<file path="config.mk">
export PLATFORM = sky130hd
export DESIGN_NAME = rpn_stack_calculator_top
export DESIGN_NICKNAME = d
export VERILOG_FILES = /design/src/rtl/core/rsc_pkg.sv /design/src/rtl/core/rsc_ram.sv /design/src/rtl/core/rsc_alu.sv /design/src/rtl/core/rpn_stack_calculator_top.sv
export SDC_FILE = /design/constraint.sdc
export NUM_CORES = 1
export LEC_CHECK = 0
export BUFFER_PORTS_ARGS = -buffer_cell sky130_fd_sc_hd__buf_4
export CAP_MARGIN = 20
export CORE_AREA = 4 4 273 275
export DETAILED_ROUTE_END_ITERATION = 12
export DIE_AREA = 0 0 277 279
export SLEW_MARGIN = 30
export SYNTH_ARGS = -nofsm -noshare
export SYNTH_HDL_FRONTEND = slang
export SYNTH_SLANG_ARGS = --single-unit
</file>
<file path="constraint.sdc">
create_clock -name clk -period 6.3 [get_ports clk]
set_clock_uncertainty 0.15 [all_clocks]
set_input_delay 0.945 -clock clk [delete_from_list [all_inputs] [get_ports clk]]
set_output_delay 0.945 -clock clk [all_outputs]
set_load 0.05 [all_outputs]
</file>
<file path="src/rtl/core/rsc_pkg.sv">
// ----------------------------------------------------------------------------
// rsc_pkg: shared types for the RPN stack calculator
// Command codes, the sequencer state type and the result beat structure.
// ----------------------------------------------------------------------------
package rsc_pkg;

	localparam int DATA_W = 16;
	localparam int ACT_W  = 4;

	typedef enum logic [ACT_W-1:0] {
		ACT_ENTER = 4'd0,
		ACT_CLEAR = 4'd1,
		ACT_POP   = 4'd2,
		ACT_TOP   = 4'd3,
		ACT_SHL   = 4'd4,
		ACT_SHR   = 4'd5,
		ACT_OR    = 4'd6,
		ACT_AND   = 4'd7,
		ACT_ADD   = 4'd8
	} action_t;

	typedef enum logic {
		ST_IDLE = 1'b0,
		ST_EXEC = 1'b1
	} state_t;

	typedef struct packed {
		logic              valid;
		logic [DATA_W-1:0] value;
		logic              rejected;
	} result_t;

endpackage

</file>
<file path="src/rtl/core/rsc_ram.sv">
// ----------------------------------------------------------------------------
// rsc_ram: generic RAM, one write port and two registered read ports
// Read data is registered: it appears in the cycle after the address.
// ----------------------------------------------------------------------------
module rsc_ram #(
	parameter int WIDTH = 16,
	parameter int DEPTH = 16
) (
	input  logic                     clk,
	input  logic                     we,
	input  logic [$clog2(DEPTH)-1:0] waddr,
	input  logic [WIDTH-1:0]         wdata,
	input  logic [$clog2(DEPTH)-1:0] raddr_a,
	input  logic [$clog2(DEPTH)-1:0] raddr_b,
	output logic [WIDTH-1:0]         rdata_a,
	output logic [WIDTH-1:0]         rdata_b
);

	logic [WIDTH-1:0] mem [DEPTH];

	always_ff @(posedge clk) begin
		if (we) begin
			mem[waddr] <= wdata;
		end
		rdata_a <= mem[raddr_a];
		rdata_b <= mem[raddr_b];
	end

endmodule

</file>
<file path="src/rtl/core/rsc_alu.sv">
// ----------------------------------------------------------------------------
// rsc_alu: command evaluation for the RPN stack calculator
// From the command, the top two entries and the fill count it forms the
// stack write, the next fill count and the result beat.
// ----------------------------------------------------------------------------
module rsc_alu
	import rsc_pkg::*;
#(
	parameter int STACK_DEPTH = 16
) (
	input  logic [ACT_W-1:0]                   action,
	input  logic [DATA_W-1:0]                  operand_value,
	input  logic [DATA_W-1:0]                  top_a,
	input  logic [DATA_W-1:0]                  next_b,
	input  logic [$clog2(STACK_DEPTH+1)-1:0]   count,
	output logic                               we,
	output logic [$clog2(STACK_DEPTH)-1:0]     waddr,
	output logic [DATA_W-1:0]                  wdata,
	output logic [$clog2(STACK_DEPTH+1)-1:0]   count_next,
	output result_t                            result
);

	localparam int CW = $clog2(STACK_DEPTH + 1);
	localparam int AW = $clog2(STACK_DEPTH);

	logic              shift_big;
	logic [DATA_W:0]   sum;
	logic [DATA_W-1:0] bin_r;
	logic              bin_ok;
	logic [CW-1:0]     count_m1;
	logic [CW-1:0]     count_m2;

	assign count_m1  = count - CW'(1);
	assign count_m2  = count - CW'(2);
	assign shift_big = |top_a[DATA_W-1:4];
	assign sum       = {1'b0, top_a} + {1'b0, next_b};

	always_comb begin
		bin_r  = '0;
		bin_ok = 1'b1;
		unique case (action)
			ACT_SHL: bin_r = shift_big ? '0 : (next_b << top_a[3:0]);
			ACT_SHR: bin_r = shift_big ? '0 : (next_b >> top_a[3:0]);
			ACT_OR:  bin_r = top_a | next_b;
			ACT_AND: bin_r = top_a & next_b;
			ACT_ADD: begin
				bin_r  = sum[DATA_W-1:0];
				bin_ok = !sum[DATA_W];
			end
			default: bin_r = '0;
		endcase
	end

	always_comb begin
		we         = 1'b0;
		waddr      = count[AW-1:0];
		wdata      = operand_value;
		count_next = count;
		result     = '0;
		unique case (action)
			ACT_ENTER: begin
				if (count == CW'(STACK_DEPTH)) begin
					result.valid    = 1'b1;
					result.value    = top_a;
					result.rejected = 1'b1;
				end else begin
					we           = 1'b1;
					count_next   = count + CW'(1);
					result.valid = 1'b1;
					result.value = operand_value;
				end
			end
			ACT_CLEAR: count_next = '0;
			ACT_POP: begin
				if (count != '0) begin
					count_next = count_m1;
					// The entry below the old top becomes the new top.
					if (count_m1 != '0) begin
						result.valid = 1'b1;
						result.value = next_b;
					end
				end
			end
			ACT_TOP: begin
				if (count != '0) begin
					result.valid = 1'b1;
					result.value = top_a;
				end
			end
			ACT_SHL, ACT_SHR, ACT_OR, ACT_AND, ACT_ADD: begin
				if (count >= CW'(2) && bin_ok) begin
					we           = 1'b1;
					waddr        = count_m2[AW-1:0];
					wdata        = bin_r;
					count_next   = count_m1;
					result.valid = 1'b1;
					result.value = bin_r;
				end
			end
			default: result = '0;
		endcase
	end

endmodule

</file>
<file path="src/rtl/core/rpn_stack_calculator_top.sv">
// ----------------------------------------------------------------------------
// rpn_stack_calculator_top: 16-bit reverse-Polish stack calculator
//
// One command beat (action, operand_value) enters on in_valid/in_ready and
// yields exactly one result beat (result_valid, result_value, push_rejected)
// on out_valid/out_ready. The stack lives in a two-read-port RAM; the top
// two entries are read in the cycle a command is accepted and are evaluated
// and written back once the output register can take the result.
// The result beat is registered and offered once the command commits. Each
// command takes the RAM read and then the read-modify-write before the block
// returns to idle; only one command is in flight.
// The result sits in an output register, so a new command is accepted while
// a result waits. If the receiver stalls, the second command holds in its
// evaluation cycle until the output register frees.
// Reset empties the stack (fill count zero); the RAM itself is not cleared,
// and no entry's data is used before it has been written.
// ----------------------------------------------------------------------------
module rpn_stack_calculator_top
	import rsc_pkg::*;
#(
	parameter int STACK_DEPTH = 16
) (
	input  logic              clk,
	input  logic              arst_n,
	input  logic              in_valid,
	output logic              in_ready,
	input  logic [ACT_W-1:0]  action,
	input  logic [DATA_W-1:0] operand_value,
	output logic              out_valid,
	input  logic              out_ready,
	output logic              result_valid,
	output logic [DATA_W-1:0] result_value,
	output logic              push_rejected
);

	localparam int CW = $clog2(STACK_DEPTH + 1);
	localparam int AW = $clog2(STACK_DEPTH);

	state_t            state_q, state_d;
	logic [CW-1:0]     count_q;
	logic [ACT_W-1:0]  action_q;
	logic [DATA_W-1:0] operand_q;
	logic              out_valid_q;
	result_t           result_q;

	logic              accept;
	logic              commit;
	logic [CW-1:0]     count_m1;
	logic [CW-1:0]     count_m2;
	logic [DATA_W-1:0] top_a;
	logic [DATA_W-1:0] next_b;
	logic              alu_we;
	logic [AW-1:0]     alu_waddr;
	logic [DATA_W-1:0] alu_wdata;
	logic [CW-1:0]     alu_count;
	result_t           alu_result;

	assign count_m1 = count_q - CW'(1);
	assign count_m2 = count_q - CW'(2);

	// Reads always follow the live count, so the data stays valid while a
	// command waits in evaluation for the output register.
	rsc_ram #(
		.WIDTH (DATA_W),
		.DEPTH (STACK_DEPTH)
	) u_stack_ram (
		.clk     (clk),
		.we      (commit && alu_we),
		.waddr   (alu_waddr),
		.wdata   (alu_wdata),
		.raddr_a (count_m1[AW-1:0]),
		.raddr_b (count_m2[AW-1:0]),
		.rdata_a (top_a),
		.rdata_b (next_b)
	);

	rsc_alu #(
		.STACK_DEPTH (STACK_DEPTH)
	) u_alu (
		.action        (action_q),
		.operand_value (operand_q),
		.top_a         (top_a),
		.next_b        (next_b),
		.count         (count_q),
		.we            (alu_we),
		.waddr         (alu_waddr),
		.wdata         (alu_wdata),
		.count_next    (alu_count),
		.result        (alu_result)
	);

	always_comb begin
		state_d  = state_q;
		in_ready = 1'b0;
		commit   = 1'b0;
		unique case (state_q)
			ST_IDLE: begin
				in_ready = 1'b1;
				if (in_valid) begin
					state_d = ST_EXEC;
				end
			end
			ST_EXEC: begin
				if (!out_valid_q || out_ready) begin
					commit  = 1'b1;
					state_d = ST_IDLE;
				end
			end
			default: state_d = ST_IDLE;
		endcase
	end

	assign accept = in_valid && in_ready;

	always_ff @(posedge clk or negedge arst_n) begin
		if (!arst_n) begin
			state_q     <= ST_IDLE;
			count_q     <= '0;
			out_valid_q <= 1'b0;
		end else begin
			state_q <= state_d;
			if (commit) begin
				count_q     <= alu_count;
				out_valid_q <= 1'b1;
			end else if (out_ready) begin
				out_valid_q <= 1'b0;
			end
		end
	end

	always_ff @(posedge clk) begin
		if (accept) begin
			action_q  <= action;
			operand_q <= operand_value;
		end
		if (commit) begin
			result_q <= alu_result;
		end
	end

	assign out_valid     = out_valid_q;
	assign result_valid  = result_q.valid;
	assign result_value  = result_q.value;
	assign push_rejected = result_q.rejected;

	a_count_in_range: assert property (@(posedge clk) disable iff (!arst_n)
		count_q <= CW'(STACK_DEPTH))
		else $error("stack fill count exceeds the stack depth");

	a_single_in_flight: assert property (@(posedge clk) disable iff (!arst_n)
		accept |=> !in_ready)
		else $error("second command accepted while one is being evaluated");

	a_reject_has_top: assert property (@(posedge clk) disable iff (!arst_n)
		(out_valid && push_rejected) |-> result_valid)
		else $error("rejected push without a valid top value");

	a_null_is_zero: assert property (@(posedge clk) disable iff (!arst_n)
		(out_valid && !result_valid) |-> (result_value == '0 && !push_rejected))
		else $error("null result carries data");

endmodule

</file>
==> flow_summary.yaml, run 1 <==
routing:
  drt-met1-wl_microns: 21200
  drtIter0Drc: 1387
  via_count: 11500
  routed_wl_microns: 51500
  top_layer: "met4"
  drc: 0
  viasPerCell: 5.22
  drt.antenna.violating_nets: 0
  wl_met2_microns: 25000
  met3_wirelength_microns: 3740
  first_pass_iters: 6
  wl_per_cell_microns: 23.5
power:
  ir_drop_uv: 295
  combinationalPowerShare_pct: 50.3
  pwr-share-seq_pct: 30.2
  clock_power_share_pct: 19.5
  p_int_uw: 6650
  cellPowerDensity_nw_per_um2: 544
  p_leak_uw: 0.00682
  sw_frac_of_total_pct: 40.9
  p_switching_uw: 4610
yosys:
  synthAdderAreaFrac_pct: 2.98
  ys_seq_area_share_pct: 54.0
  async_reset_ff_share_pct: 2.10
  syn-mean-instance-area_sq_um: 15.2
  synth-edff-count: 294
  synth_cell_types: 77
  synth.net_count: 1239
  syn-cell-area_sq_um: 17900
  postSynthRegisterBits: 333
  synthMuxAreaShare_pct: 24.9
  synth_cells: 1173
  synth_xor_area_share_pct: 0.588
  synth_compound_area_share_pct: 7.82
  yosysWarnings: 0
  synth_top_family_by_area: "multiplexers"
  ys.flop_type: "edfxtp_1"
  yosys.area_share.simple_pct: 6.84
layout:
  areaGrowthSynthToFinish_pct: 15.8
  nNetsFinal: 1274
  final_area_sq_um: 20700
  fillerInstances: 7208
  final_layout_size_suffix_gt1_share_pct: 29.2
floorplan:
  die-area_sq_um: 77300
  io-pin-count: 44
  die_w_microns: 277
  rows: 99
  initial_utilization_pct: 24.7
  die_y_microns: 279
  core_sq_um: 72300
setup_path:
  cp_max_fo: 37
  critPathRequiredTime_ns: 6.36
  cp-end-kind: "flop"
  path_class: "reg -> reg"
  startpoint_type: "flop"
  cp_data_arrival_time_ns: 4.69
  ff2ff_setup_slack_ns: 1.66
global_routing:
  grtUsageTotal_pct: 13.0
  grt_pass1_vias: 11600
  grt_pass1_wl_microns: 77000
  grt-ovfl-total: 0
  antenna_found_initial: 2
  grt_max_degree: 54
clocking:
  postCtsSetupBuffers: 0
  cts.sinks: 333
  cts-htree-levels: 2
  clk_pin_slew_ns: 0.06
  clk_path_buf_depth: 3
  numCtsBuffers: 38
  clock_latency_ns: 0.56
  cts_tree: "built"
  ctsResizeCount: 0
  root_buffer: "clkbuf_16"
  holdBufCountCts: 0
place:
  port_buffers: 43
  gp_congestion: 0.890
  dpl.hpwl_microns: 34300
  dpl-instance-area_sq_um: 19400
sta:
  finalSetupViolCount: 0
  period_minus_slack_ns: 4.64
  drv_slew: 0
  fin_crit_sh_pct: 73.6
  tns_ns: 0
  hold_viol: 0
  rsz0062_at_grt: "no"
  slew_headroom_pct: 31.3
  tightest_slew_ns: 1.02
  fmax_mhz: 216
flow_run:
  maxCapViolations: 0
min_path:
  hold_path.class: "in -> async"
run_status:
  outcome: "completed"
area by class of cell:
cell class / instances / area [sq um] / share of cell area, %
diodes: 1 / 2.50 / 0.0121
clock buffers: 47 / 1020 / 4.91
clock inverters: 20 / 208 / 1.00
inverters: 45 / 169 / 0.817
multi-input cells: 710 / 7800 / 37.7
flip-flops and latches: 333 / 9650 / 46.7
well taps: 959 / 1200 / 5.80
repair buffers: 80 / 637 / 3.08
sequential cells by signal (all words and copies together), names as in the netlist:
| register | count |
|---|---|
| action_q | 4 |
| operand_q | 16 |
| result_valid | 1 |
| u_stack_ram.mem | 256 |
| u_stack_ram.rdata_a | 16 |
| state_q | 1 |
| result_value | 16 |
| push_rejected | 1 |
| count_q | 5 |
| out_valid | 1 |
| u_stack_ram.rdata_b | 16 |
power by group through the flow:
stage	clock, uW	sequential, uW	combinational [uW]
2_1_floorplan	0	3280	3940
3_3_place_gp	0	3420	5510
3_5_place_dp	0	3430	5610
4_1_cts	2250	3390	5630
5_1_grt	2340	3440	6020
6_report	2200	3390	5660
final timing paths:
| path | end | startpoint | depth (start not counted) |
|---|---|---|---|
| max | u_stack_ram.mem[7][2]$_DFFE_PP_ | u_stack_ram.rdata_a[3]$_DFF_P_ | 10 |
| min | state_q$_DFF_PN0_ | arst_n | 1 |
| max reg2reg | u_stack_ram.mem[7][2]$_DFFE_PP_ | u_stack_ram.rdata_a[3]$_DFF_P_ | 10 |
| min reg2reg | out_valid$_DFFE_PN0P_ | out_valid$_DFFE_PN0P_ | 2 |
| max in group asynchronous | count_q[1]$_DFFE_PN0P_ | arst_n | 1 |
| min in group clk | out_valid$_DFFE_PN0P_ | out_valid$_DFFE_PN0P_ | 2 |
cell usage after synthesis, drive strengths merged, types with 4 or more instances:
cell / instances / area share (%)
a21o: 13 / 0.55
a21oi: 29 / 0.81
nand2b: 10 / 0.35
clkbuf: 54 / 1.1
ha: 41 / 2.9
nor4b: 4 / 0.27
a222oi: 13 / 0.73
mux4: 180 / 23
xnor2: 5 / 0.25
mux2i: 23 / 1.3
nand2: 63 / 1.3
nor2b: 5 / 0.18
a22oi: 4 / 0.17
a211oi: 10 / 0.42
nor4: 10 / 0.35
or2: 4 / 0.14
and2: 13 / 0.46
a211o: 4 / 0.20
dfrtp: 7 / 0.98
xor2: 7 / 0.34
a31oi: 11 / 0.39
nand4: 12 / 0.42
mux2: 13 / 0.88
o211ai: 11 / 0.46
or3: 4 / 0.14
a22o: 4 / 0.20
inv: 44 / 0.92
dfxtp: 32 / 3.6
a221oi: 6 / 0.29
buf: 31 / 0.83
o2bb2ai: 5 / 0.25
o31ai: 4 / 0.17
nand3: 16 / 0.45
nor2: 71 / 1.5
edfxtp: 294 / 49
o21ai: 38 / 1.1
nor3: 18 / 0.50
metrics by stage:
| step | cells | util, % | total power [uW] | hold WS, ns | worst slack, ns |
|---|---|---|---|---|---|
| final | 2195 | 28.6 | 11300 | 0.0480 | 1.66 |
| after global routing | 2194 | 28.6 | 11800 | 0.0358 | 1.37 |
| after CTS | 2194 | 28.6 | 11300 | 0.0278 | 1.75 |
| after detailed placement | 2127 | 26.9 | 9040 | 0.383 | 1.77 |
| after global placement | 2125 | 26.8 | 8930 | 0.356 | 1.83 |
| after floorplan | 1173 | - | 7220 | 0.356 | 2.13 |
per-layer routing:
metal,up-vias,track usage (%)
li1,4876,-
met1,6012,17.5
met2,501,21.5
met3,79,2.42
met4,0,3.87
met5,-,0
cells by family (layout without fill, tap and decap cells):
family	after synthesis	after routing
simple gates	246	246
mux	216	216
fa+ha+maj	42	42
compound gates	194	194
flops	333	333
other cells	0	1
xor+xnor	12	12
buf+inv	130	192
worst max-delay path, cell delays in order (launching register included):
cell and delay, ns:
dfxtp_1 0.62, inv_1 0.33, ha_1 0.46, o211ai_1 0.14, o211ai_1 0.46, nand4_1 0.31
or4b_1 0.50, buf_4 0.48, nand4_1 0.25, a21oi_2 0.21, buf_4 0.36
cells in the final DEF (no fill, tap or decap), drive strengths merged, types with 6 or more instances in the layout:
| cell type | instances |
|---|---|
| xor2 | 7 |
| a221oi | 6 |
| edfxtp | 294 |
| dfrtp | 7 |
| o211ai | 11 |
| a222oi | 13 |
| buf | 80 |
| nand4 | 12 |
| nand3 | 16 |
| nand2 | 63 |
| a21o | 13 |
| a21oi | 29 |
| mux4 | 180 |
| clkinv | 9 |
| dfxtp | 32 |
| nor3 | 18 |
| inv | 47 |
| and2 | 13 |
| nor4 | 10 |
| clkbuf | 47 |
| nand2b | 10 |
| nor2 | 71 |
| a211oi | 10 |
| mux2i | 23 |
| a31oi | 11 |
| clkinvlp | 6 |
| ha | 41 |
| mux2 | 13 |
| o21ai | 38 |
Note: power is estimated with default switching activity, not from simulation.
==> run 2: changes to the inputs <==
- clock period: 6.3 -> 4.53 ns (I/O delays scaled with it)
==> flow_summary.yaml, run 2 (synthesis gave the netlist of run 1 again) <==
run_status:
  outcome: "completed"
power:
  cellPowerDensity_nw_per_um2: 752
  ir_drop_uv: 497
  p_leak_uw: 0.00699
  total_power_uw: 15800
floorplan:
  die-area_sq_um: 77300
  initial_utilization_pct: 24.7
  die_w_microns: 277
  io-pin-count: 44
  die_y_microns: 279
  rows: 99
  core_sq_um: 72300
routing:
  viasPerCell: 5.29
  drtIter0Drc: 1628
  routed_wl_microns: 52700
  first_pass_iters: 6
  drt.antenna.violating_nets: 0
  wl_per_cell_microns: 23.7
  via_count: 11800
  drc: 0
layout:
  largest-register: "u_stack_ram.mem"
  final_cell_mix: "edfxtp_1 (294), mux4_2 (180), buf_4 (104)"
  largest_reg_flops: 256
  final_layout_size_suffix_gt1_share_pct: 30.8
  n_antenna_cell: 0
  layout_commonest_cell: "edfxtp_1"
  areaGrowthSynthToFinish_pct: 17.3
  nNetsFinal: 1307
place:
  dpl.hpwl_microns: 36000
  port_buffers: 43
  gp_congestion: 0.931
global_routing:
  met2_usage_pct: 22.2
  antenna_found_initial: 1
  grt_pass1_wl_microns: 77900
  use_met1_pct: 17.3
  grt_max_degree: 70
  grtUsageTotal_pct: 13.3
  grt_busiest_layer: "met2"
  grt-ovfl-total: 0
  use_met3_pct: 3.00
  grt_pass1_vias: 11700
clocking:
  cts_tree: "built"
  clk_path_buf_depth: 3
  root_buffer: "clkbuf_16"
  numCtsBuffers: 38
  clock_latency_ns: 0.55
  cts-htree-levels: 2
  ctsResizeCount: 0
  cts.sinks: 333
  clk_pin_slew_ns: 0.06
  postCtsSetupBuffers: 0
setup_path:
  cp_data_arrival_time_ns: 4.33
  path_class: "reg -> reg"
  startpoint_type: "flop"
  path_cells: "inv_1, ha_1, o211ai_1, o211ai_1, nand4_1, or4b_1, buf_4, buf_4, o21ai_0, buf_4"
  crit_top_cell: "buf_4"
  crit_slowest_cell: "or4b_1"
  cp_max_fo: 16
  critPathRequiredTime_ns: 4.77
  cp-end-kind: "flop"
  cpPeakStageDelay_ns: 0.70
flow_run:
  maxCapViolations: 0
sta:
  hold_viol: 0
  fmax_mhz: 244
  tightest_slew_ns: 0.787
  tns_ns: 0
  period_minus_slack_ns: 4.10
  holdWs_ns: 0.158
  fin_crit_sh_pct: 90.4
  drv_slew: 0
  rsz0062_at_grt: "no"
  slew_headroom_pct: 46.2
  finalSetupViolCount: 0
min_path:
  hold_path.class: "in -> reg"
## run 2: cell count changes in the layout (fill, tap and decap cells not counted), moves of 2 or more
cell | previous run | this run
and2_1 | 11 | 13
and2_2 | 2 | 0
buf_12 | 1 | 5
buf_4 | 77 | 104
buf_6 | 1 | 3
clkbuf_1 | 7 | 4
clkinv_1 | 5 | 9
clkinv_2 | 4 | 6
clkinvlp_4 | 6 | 4
inv_6 | 2 | 4
## run 2: through the flow
step	setup slack [ns]	util, %	area [sq um]	instances
2_1_floorplan	0.364	-	17900	1173
3_3_place_gp	0.653	27.2	19700	2159
3_5_place_dp	0.616	27.3	19700	2159
4_1_cts	0.577	28.9	20900	2229
5_1_grt	0.269	29.0	20900	2229
6_report	0.434	29.0	20900	2229
## run 2: final timing paths
path / endpoint / slack (ns) / startpoint / cells after the start
max in group asynchronous: count_q[1]$_DFFE_PN0P_ / 3.74 / arst_n / 2
setup reg to reg: u_stack_ram.mem[14][12]$_DFFE_PP_ / 0.43 / u_stack_ram.rdata_a[3]$_DFF_P_ / 10
hold reg to reg: out_valid$_DFFE_PN0P_ / 0.37 / out_valid$_DFFE_PN0P_ / 2
hold / removal: operand_q[7]$_DFFE_PP_ / 0.16 / operand_value[7] / 1
setup / recovery: u_stack_ram.mem[14][12]$_DFFE_PP_ / 0.43 / u_stack_ram.rdata_a[3]$_DFF_P_ / 10
min in group asynchronous: count_q[0]$_DFFE_PN0P_ / 0.33 / arst_n / 2
## run 2: timing repair
| item | in CTS | in global routing |
|---|---|---|
| hold buffers | 1 | 0 |
| hold endpoints to repair | 7 | 0 |
| endpoints found under the setup margin | 0 | 0 |
## run 2: where the power goes
group          leakage [uW]  switching [uW]  internal, uW
logic               0.00338            4730          3530
registers           0.00303             443          4040
clock network      0.000581            1280          1730
total               0.00699            6450          9300
## run 2: area by class of cell
class	count	area [sq um]
repair buffers	113	925
clock inverters	27	240
clock buffers	42	966
multi-input cells	710	7790
well taps	959	1200
inverters	45	169
fillers	7241	51400
flip-flops and latches	333	9650
## run 2: critical path, delay by kind of cell (launching register included)
kind                     cells  cell delay (ns)
AO/OA/AOI/OAI                3             0.85
buffers and inverters        4             1.07
AND/OR/NAND/NOR              2             0.89
adder cells (fa/ha/maj)      1             0.41
flip-flops                   1             0.56
## run 2: metal layers
layer,vias up,share of wire [%]
li1,4941,-
met1,6123,40
met2,606,49
met3,117,8.4
met4,0,3.4
met5,-,0
